**src/rtl/lzss_pkg.sv**
```systemverilog
// Shared constants, codes and controller/datapath interface types for the LZSS decoder.
`timescale 1ns / 1ps

package lzss_pkg;

    // Window geometry
    localparam int WINDOW_SIZE = 4096;
    localparam int LOOKAHEAD   = 16;
    localparam int PTR_W       = $clog2(WINDOW_SIZE);
    localparam int FILL_W      = PTR_W + 1;

    // Byte and counter widths
    localparam int BYTE_W      = 8;
    localparam int CNT_W       = 24;
    localparam int STATUS_W    = 2;
    localparam int LEN_W       = 5;
    localparam int MIN_MATCH   = 3;

    localparam logic [PTR_W-1:0] WPOS_RESET     = PTR_W'(WINDOW_SIZE - LOOKAHEAD);
    localparam logic [CNT_W-1:0] MAX_SIZE_RESET = CNT_W'(65536);

    // Result status codes
    typedef enum logic [STATUS_W-1:0] {
        STATUS_DATA  = 2'd0,
        STATUS_LIMIT = 2'd1,
        STATUS_ERROR = 2'd2
    } status_t;

    // What the next input beat is expected to be
    typedef enum logic [1:0] {
        KIND_FLAG,
        KIND_ITEM,
        KIND_TOKEN_HIGH
    } expect_t;

    // Decoded meaning of the beat at the input
    typedef enum logic [1:0] {
        BEAT_FLAG,
        BEAT_LITERAL,
        BEAT_TOKEN_LOW,
        BEAT_TOKEN_HIGH
    } beat_kind_t;

    // Controller to datapath commands
    typedef struct packed {
        logic accept;
        logic emit_lit;
        logic emit_err;
        logic copy_read;
        logic copy_emit;
    } dp_cmd_t;

    // Datapath to controller status
    typedef struct packed {
        beat_kind_t kind;
        logic       skip;
        logic       out_free;
        logic       copy_stop;
    } dp_status_t;

endpackage

```
**src/rtl/lzss_ctrl.sv**
```systemverilog
// Controller: sequences input acceptance, literal/error emission and the token copy loop.
`timescale 1ns / 1ps

module lzss_ctrl import lzss_pkg::*; (
    input  logic       aclk,
    input  logic       aresetn,
    input  logic       s_tvalid,
    input  logic       s_tlast,
    output logic       s_tready,
    input  dp_status_t sts,
    output dp_cmd_t    cmd
);

    typedef enum logic [2:0] {
        ST_IDLE,
        ST_LIT,
        ST_ERR,
        ST_COPY_RD,
        ST_COPY_WR
    } state_t;

    state_t state_reg, state_next;
    logic   ready_reg, ready_next;

    // Commands and next state
    always_comb begin
        cmd        = '0;
        state_next = state_reg;
        case (state_reg)
            ST_IDLE: begin
                cmd.accept = s_tvalid && ready_reg;
                if (cmd.accept && !sts.skip) begin
                    case (sts.kind)
                        BEAT_LITERAL:    state_next = ST_LIT;
                        BEAT_TOKEN_LOW:  state_next = s_tlast ? ST_ERR : ST_IDLE;
                        BEAT_TOKEN_HIGH: state_next = ST_COPY_RD;
                        default:         state_next = ST_IDLE;
                    endcase
                end
            end
            ST_LIT: begin
                if (sts.out_free) begin
                    cmd.emit_lit = 1'b1;
                    state_next   = ST_IDLE;
                end
            end
            ST_ERR: begin
                if (sts.out_free) begin
                    cmd.emit_err = 1'b1;
                    state_next   = ST_IDLE;
                end
            end
            ST_COPY_RD: begin
                cmd.copy_read = 1'b1;
                state_next    = ST_COPY_WR;
            end
            ST_COPY_WR: begin
                if (sts.out_free) begin
                    cmd.copy_emit = 1'b1;
                    state_next    = sts.copy_stop ? ST_IDLE : ST_COPY_RD;
                end
            end
            default: begin
                state_next = ST_IDLE;
            end
        endcase
        ready_next = state_next == ST_IDLE;
    end

    // State and registered ready
    always_ff @(posedge aclk) begin
        if (!aresetn) begin
            state_reg <= ST_IDLE;
            ready_reg <= 1'b1;
        end else begin
            state_reg <= state_next;
            ready_reg <= ready_next;
        end
    end

    assign s_tready = ready_reg;

endmodule

```
**config.mk**
```make
export PLATFORM = sky130hd
export DESIGN_NAME = lzss_ctrl
export DESIGN_NICKNAME = d
export VERILOG_FILES = /design/src/rtl/lzss_pkg.sv /design/src/rtl/lzss_ctrl.sv
export SDC_FILE = /design/constraint.sdc
export NUM_CORES = 1
export LEC_CHECK = 0
export BUFFER_PORTS_ARGS = -buffer_cell sky130_fd_sc_hd__buf_2
export CORE_AREA = 4 4 41 43
export CTS_CLUSTER_DIAMETER = 80
export DETAILED_ROUTE_END_ITERATION = 16
export DIE_AREA = 0 0 45 47
export GPL_TIMING_DRIVEN = 0
export SLEW_MARGIN = 20
export SYNTH_ARGS = -nofsm -noshare
export SYNTH_HDL_FRONTEND = slang
export SYNTH_SLANG_ARGS = --single-unit
```
**constraint.sdc**
```tcl
create_clock -name aclk -period 2.6 [get_ports aclk]
set_input_delay 0.13 -clock aclk [delete_from_list [all_inputs] [get_ports aclk]]
set_output_delay 0.13 -clock aclk [all_outputs]
set_load 0.02 [all_outputs]
```
# Word-level counts from Yosys, hierarchy flattened
# Index checks and enable logic that the tools add are counted.
totals:
  reg_bits: 4
  inputBits: 9
  out_inout_bits: 6
classes:
  n_eq_ne: 7
  mux: 13
  n_reduce_logical: 6
ops:
  columns: ["operator", "count"]
  rows:
  - ["3-bit one-hot mux with 4 select lines", 1]
  - ["3-bit 2-to-1 mux", 3]
  - ["3-bit by 2-bit == test with 1-bit output, second input constant", 2]
  - ["3-bit logical NOT", 2]
  - ["1-bit 2-to-1 mux", 6]
  - ["2-bit one-hot mux with 3 select lines", 1]
  - ["2-bit == test, second input constant", 2]
  - ["2-bit 2-to-1 mux", 2]
  - ["3-bit by 1-bit == test with 1-bit output, second input constant", 1]
  - ["3-bit == test, second input constant", 1]
  - ["2-bit by 1-bit == test with 1-bit output, second input constant", 1]
  - ["1-bit logical AND", 2]
  - ["2-bit OR reduction", 1]
  - ["1-bit logical NOT", 1]

# Depth between registers and ports, before layout
# Gate-level depths: netlist of the first run.
logic_depth:
  depth_word: 5
  depth_mapped: 5
  depth_no_buf: 4

# Worst setup path before layout of the first run
# OpenSTA, ideal clock, no wires.
synth_timing:
  path_type: "reg2reg"
  start: "register ready_reg, in the netlist s_tready"
  end: "register ready_reg, in the netlist s_tready"
  setup_time_ns: 0.117
  arrival_ns: 1.010
  required_ns: 2.483
  slack_ns: 1.473
  stages_incl_launch_ff: 5
  path_buffers: 0
  cell_sequence: "dfxtp_1 and4bb_2 o2111ai_1 a21oi_2 nor3_1"
synth_between:
  elab_chain_len: 5
synth_rtl:
  columns: ["item", "line_no", "rtl"]
  rows:
  - ["start: declaration", "lzss_ctrl.sv:23", "logic ready_reg, ready_next;"]
  - ["start signal: assignment", "lzss_ctrl.sv:77", "ready_reg <= ready_next;"]
  - ["1-bit logical AND", "lzss_ctrl.sv:31", "cmd.accept = s_tvalid && ready_reg;"]
  - ["1-bit logical AND", "lzss_ctrl.sv:32", "if (cmd.accept && !sts.skip) begin"]
  - ["3-bit 2-to-1 mux", "lzss_ctrl.sv:32", null]
  - ["3-bit one-hot mux with 4 select lines", "lzss_ctrl.sv:29", "case (state_reg)"]
  - ["3-bit logical NOT", "lzss_ctrl.sv:67", "ready_next = state_next == ST_IDLE;"]
# No other way between the ends.
# A chain may end at the register's enable or synchronous reset.

==> metrics.yaml, run 1 <==
outcome:
  status: "finished clean"
placement:
  dp_hpwl_um: 515
  port_buffers: 14
  place_ws_ps: 1430
  place.gp.congestion: 0.631
  dpl_cell_area_um2: 365
synth:
  synth.avg_cell_area_um2: 9.54
  yosys.area.top_type: "dfxtp_1"
  yosysUniqueCellTypes: 19
  synth-seq-area-share: 0.290
  synth_fp_nets: 38
  ys.flop_type: "dfxtp_1"
  postSynth.asyncResetShare: 0
  synth_top_area_frac: 0.290
  synth_area_leaders: "dfxtp_1 (29%), and4bb_2 (9.0%), nor4bb_1 (7.2%), a21oi_2 (6.3%), nor3b_1 (5.4%)"
  postSynthCellCount: 29
  post-synth-top-count-cell: "dfxtp_1"
  synth-edff-count: 0
  ys_ff_latch: 4
  syn_area_um2: 277
  ys_warn_count: 0
cts:
  clockBufferDepth: 2
  cts_root_buffer: "clkbuf_4"
  cts.repair.resized: 0
  htreeDepth: 1
  cts_made_buffers: 3
  cts_sinks: 4
  clk_pin_slew_ps: 40
  cts_setup_buffers: 0
  cts_tree: "built"
  clk_latency_ps: 230
  hold_buffers: 0
timing:
  post-route-period-util: 0.535
  rsz0062_at_grt: "false"
  post-route-min-period_ps: 1390
  holdWs_ps: 158
  hold_viol: 0
  worstMarginPinSlew_ps: 243
  max_clock_freq_mhz: 719
  fin_ws_ps: 1210
  drv_slew: 0
  setup_viol: 0
  finClkSkew_ps: 0.758
  max-slew-margin-rel: 0.835
  setup_tns_ps: 0
route:
  viasPerCell: 4.67
  vias: 285
  first_pass_iters: 3
  wire_per_inst_um: 10.1
  totalWireLength_um: 616
  drcViolationCount: 0
  ant_nets: 0
  drt_iter0_drc: 3
pwr:
  p_per_area_nw_per_um2: 437
  ir_worst_vdd_mv: 0.136
  p_leak_nw: 0.168
worst_setup_path:
  r2r_start: "state_reg[2]$_SDFF_PN0_"
  cp-end-kind: "primary output"
  crit_fanout: 10
  criticalPathCategory: "flop to primary output"
  required_ps: 2470
  r2r-end: "s_tready$_SDFF_PN1_"
  r2r_slack_ps: 1460
  startpoint_type: "flop"
  critPathArrivalTime_ps: 1260
  r2r_cells: 5
final_layout:
  post-route-cell-area_um2: 388
  largest_register_ffs: 3
  drive_gt1_frac: 0.565
  syn_to_final_growth_pct: 40.3
  n_antenna_cell: 0
  post-route-util: 0.298
  final_nets: 57
min_path:
  hp-class: "input pin to flop"
  hp-start: "aresetn"
  holdPathEnd: "state_reg[2]$_SDFF_PN0_"
  hold_depth: 2
die:
  coreArea_um2: 1300
  initial_utilization: 0.212
  die_area_um2: 2120
  rows: 13
  io_pins: 15
  die_y_um: 47
  die-width_um: 45
grt:
  grt_max_degree: 11
  grt_pass1_vias: 285
  antenna_found_initial: 0
  grt_pass1_wl_um: 1030
  grt_usage: 0.0664
  grt_overflow: 0
job:
  drv_cap: 0
critical path, stage by stage, from the launching register on:
cell     delay (ps)
dfxtp_1         290
buf_4           150
nor2_1          200
and4b_2         240
buf_2           160
cell type report:
class | instances | area [um2]
fillers | 160 | 913
multi-input cells | 23 | 178
flip-flops and latches | 4 | 80.1
repair buffers | 14 | 70.1
clock buffers | 3 | 22.5
plain buffers | 2 | 18.8
well taps | 15 | 18.8
worst max-delay path by stage:
stage                                       start             endpoint
after floorplan               s_tready$_SDFF_PN1_  s_tready$_SDFF_PN1_
after global placement    state_reg[2]$_SDFF_PN0_  s_tready$_SDFF_PN1_
after detailed placement  state_reg[2]$_SDFF_PN0_  s_tready$_SDFF_PN1_
after CTS                 state_reg[2]$_SDFF_PN0_               cmd[4]
after global routing      state_reg[2]$_SDFF_PN0_               cmd[4]
final                     state_reg[2]$_SDFF_PN0_               cmd[4]
stage by stage:
step	std cells	power, mW
after floorplan	29	0.0834
after global placement	58	0.0960
after detailed placement	58	0.0962
after CTS	61	0.174
after global routing	61	0.176
final	61	0.170
kinds of logic after synthesis:
family / synth area share
AOI/OAI and AO/OA: 0.195
buffers and inverters: 0.0679
DFF: 0.290
and+or+nand+nor: 0.448
layer usage:
| metal | wire length [um] | global-route usage |
|---|---|---|
| met1 | 215 | 0.0683 |
| met2 | 351 | 0.110 |
| met3 | 48 | 0.0230 |
| met4 | 0 | 0.0526 |
| met5 | 0 | 0 |
cells in the final DEF, fill, tap and decap left out, types with 2 or more instances in the layout:
cell      count
nor4bb_1      2
o21bai_1      2
nor3_1        2
nor3b_1       2
and4bb_2      2
clkbuf_4      3
dfxtp_1       4
buf_2        14
nand2_1       2
a21oi_2       2
where the power goes:
| group | leakage (nW) | switching (mW) | internal [mW] |
|---|---|---|---|
| logic | 0.121 | 0.0142 | 0.0142 |
| registers | 0.0325 | 0.00210 | 0.0641 |
| clock network | 0.0138 | 0.0234 | 0.0515 |
| total | 0.168 | 0.0398 | 0.130 |
No activity file was read; power rests on OpenSTA's default activity.
==> run 2: changes to the inputs <==
==> constraint.sdc (replaced) <==
create_clock -name aclk -period 1.3 [get_ports aclk]
set_input_delay 0.065 -clock aclk [delete_from_list [all_inputs] [get_ports aclk]]
set_output_delay 0.065 -clock aclk [all_outputs]
set_load 0.02 [all_outputs]
==> run 2 against run 1 <==
Sequential share of layout area decreased by 0.13 points. Wire length is 1.9% higher. Clock skew about the same. Cell area increased by 0.65%. Global-route usage up 0.079 points. Critical endpoint unchanged. Largest cell class unchanged. Largest power group unchanged.
==> metrics.yaml, run 2 (synthesized netlist as in run 1, its figures left out) <==
timing:
  setup_viol: 0  # unchanged
  rsz0062_at_grt: "true"
  post-route-period-util: 0.991
  fin_ws_ps: 12.0  # -1200 ps
  worstMarginPinSlew_ps: 279  # +35.6 ps
  hold_viol: 0  # unchanged
  max-slew-margin-rel: 0.814  # -0.0217
  post-route-min-period_ps: 1290
  drv_slew: 0  # unchanged
  max_clock_freq_mhz: 776
  finClkSkew_ps: 0.746  # -0.0110 ps
  holdWs_ps: 93.5  # -65.0 ps
final_layout:
  regArea_um2: 80.1  # unchanged
  syn_to_final_growth_pct: 41.2
  fill_cells: 160  # unchanged
  drive_gt1_frac: 0.587  # +0.0217
  multiInputGateArea_um2: 180  # +1.4%
  mostFrequentLayoutCell: "buf_2"
  largest_register_ffs: 3  # unchanged
  instances_no_fill: 61  # unchanged
  final_cell_mix: "buf_2 (14), dfxtp_1 (4), clkbuf_4 (3)"
  n_antenna_cell: 0  # unchanged
  final_nets: 57  # unchanged
  post-route-cell-area_um2: 390  # +0.65%
  post-route-util: 0.300  # +0.00192
min_path:
  hp-class: "input pin to flop"
route:
  totalWireLength_um: 628  # +1.9%
  vias: 282  # -1.1%
  viasPerCell: 4.62  # -1.1%
  wire_per_inst_um: 10.3  # +1.9%
  drcViolationCount: 0  # unchanged
  ant_nets: 0  # unchanged
  drt_iter0_drc: 1  # -2
  first_pass_iters: 2  # -1
placement:
  dp_cells: 58  # unchanged
  place.gp.congestion: 0.631  # unchanged
  place_ws_ps: 132  # -1300 ps
  port_buffers: 14  # unchanged
  dpl_cell_area_um2: 365  # unchanged
  dp_hpwl_um: 515  # unchanged
die:
  coreArea_um2: 1300  # unchanged
  die_area_um2: 2120  # unchanged
  io_pins: 15  # unchanged
  die_y_um: 47  # unchanged
  die-width_um: 45  # unchanged
  initial_utilization: 0.212  # unchanged
  rows: 13  # unchanged
worst_setup_path:
  r2r_slack_ps: 150  # -1310 ps
  cp_cell_sequence: "buf_4 -> nor2_2 -> and4b_2 -> buf_2"
  r2r_cells: 5  # unchanged
  startpoint_type: "flop"
  cp-end-kind: "primary output"
  required_ps: 1240  # -1230 ps
  cp-endpoint: "cmd[4]"
  crit_slowest_cell: "dfxtp_1"
  critPathArrivalTime_ps: 1220  # -40 ps
  crit_fanout: 10  # unchanged
  r2r-end: "s_tready$_SDFF_PN1_"
  r2r_start: "state_reg[2]$_SDFF_PN0_"
  worstSetupStartpoint: "state_reg[2]$_SDFF_PN0_"
  criticalPathCategory: "flop to primary output"
  max_stage_delay_ps: 290  # about the same
cts:
  cts_sinks: 4  # unchanged
  htreeDepth: 1  # unchanged
  clockBufferDepth: 2  # unchanged
  cts_made_buffers: 3  # unchanged
  cts_root_buffer: "clkbuf_4"
  cts_tree: "built"
  clk_latency_ps: 230  # about the same
  hold_buffers: 0  # unchanged
  clk_pin_slew_ps: 40  # about the same
outcome:
  status: "finished clean"
pwr:
  ir_worst_vdd_mv: 0.274  # +100%
  p_leak_nw: 0.169  # +0.54%
  p_per_area_nw_per_um2: 870  # +99%
grt:
  antenna_found_initial: 0  # unchanged
  grt_max_degree: 11  # unchanged
  grt_usage: 0.0672  # +0.000791
  grt_overflow: 0  # unchanged
  grt_pass1_wl_um: 1040  # +1.3%
  grt_pass1_vias: 289  # +1.4%
job:
  drv_cap: 0  # unchanged
## run 2: timing repair
item	CTS	global route
gates resized for setup	1	0
setup endpoints to repair	2	2
setup buffers	0	0
pin swaps	0	0
## run 2: critical path: cells and delay by family (launching register included)
family | cells | cell delay [ps]
flops | 1 | 290
buf+inv | 2 | 300
simple gates | 2 | 400
## run 2: how the worst min path moves through the flow
| stage | from | to | slack (ps) | cells after the start |
|---|---|---|---|---|
| after CTS | aresetn | state_reg[2]$_SDFF_PN0_ | 90 | 2 |
| after detailed placement | aresetn | state_reg[2]$_SDFF_PN0_ | 330 | 2 |
| after global routing | aresetn | state_reg[2]$_SDFF_PN0_ | 110 | 2 |
| after floorplan | aresetn | state_reg[2]$_SDFF_PN0_ | 210 | 1 |
| after global placement | aresetn | state_reg[2]$_SDFF_PN0_ | 340 | 2 |
| final | aresetn | state_reg[2]$_SDFF_PN0_ | 90 | 2 |
## run 2: power breakdown
part	total [mW]	leakage (nW)	switching, mW	internal (mW)
Combinational	0.0570	0.122	0.0286	0.0285
Sequential	0.133	0.0325	0.00440	0.128
Clock	0.150	0.0138	0.0469	0.103
Total	0.340	0.169	0.0798	0.260
## run 2: routing by layer
metal / up-vias / wire, um / track usage
met3: 0 / 44 / 0.0230
met1: 131 / 221 / 0.0683
met4: 0 / 0 / 0.0526
li1: 147 / - / -
met2: 4 / 362 / 0.113
met5: - / 0 / 0
## run 2: through the flow
stage / power [mW] / setup TNS, ps
2_1_floorplan: 0.167 / 0
3_3_place_gp: 0.192 / 0
3_5_place_dp: 0.192 / 0
4_1_cts: 0.348 / 0
5_1_grt: 0.353 / -46.9
6_report: 0.340 / 0
## run 2: final cells by class
type | instances | area share
plain buffers | 2 | 0.0481
clock buffers | 3 | 0.0577
repair buffers | 14 | 0.179
multi-input cells | 23 | 0.462
flip-flops and latches | 4 | 0.205
well taps | 15 | 0.0481
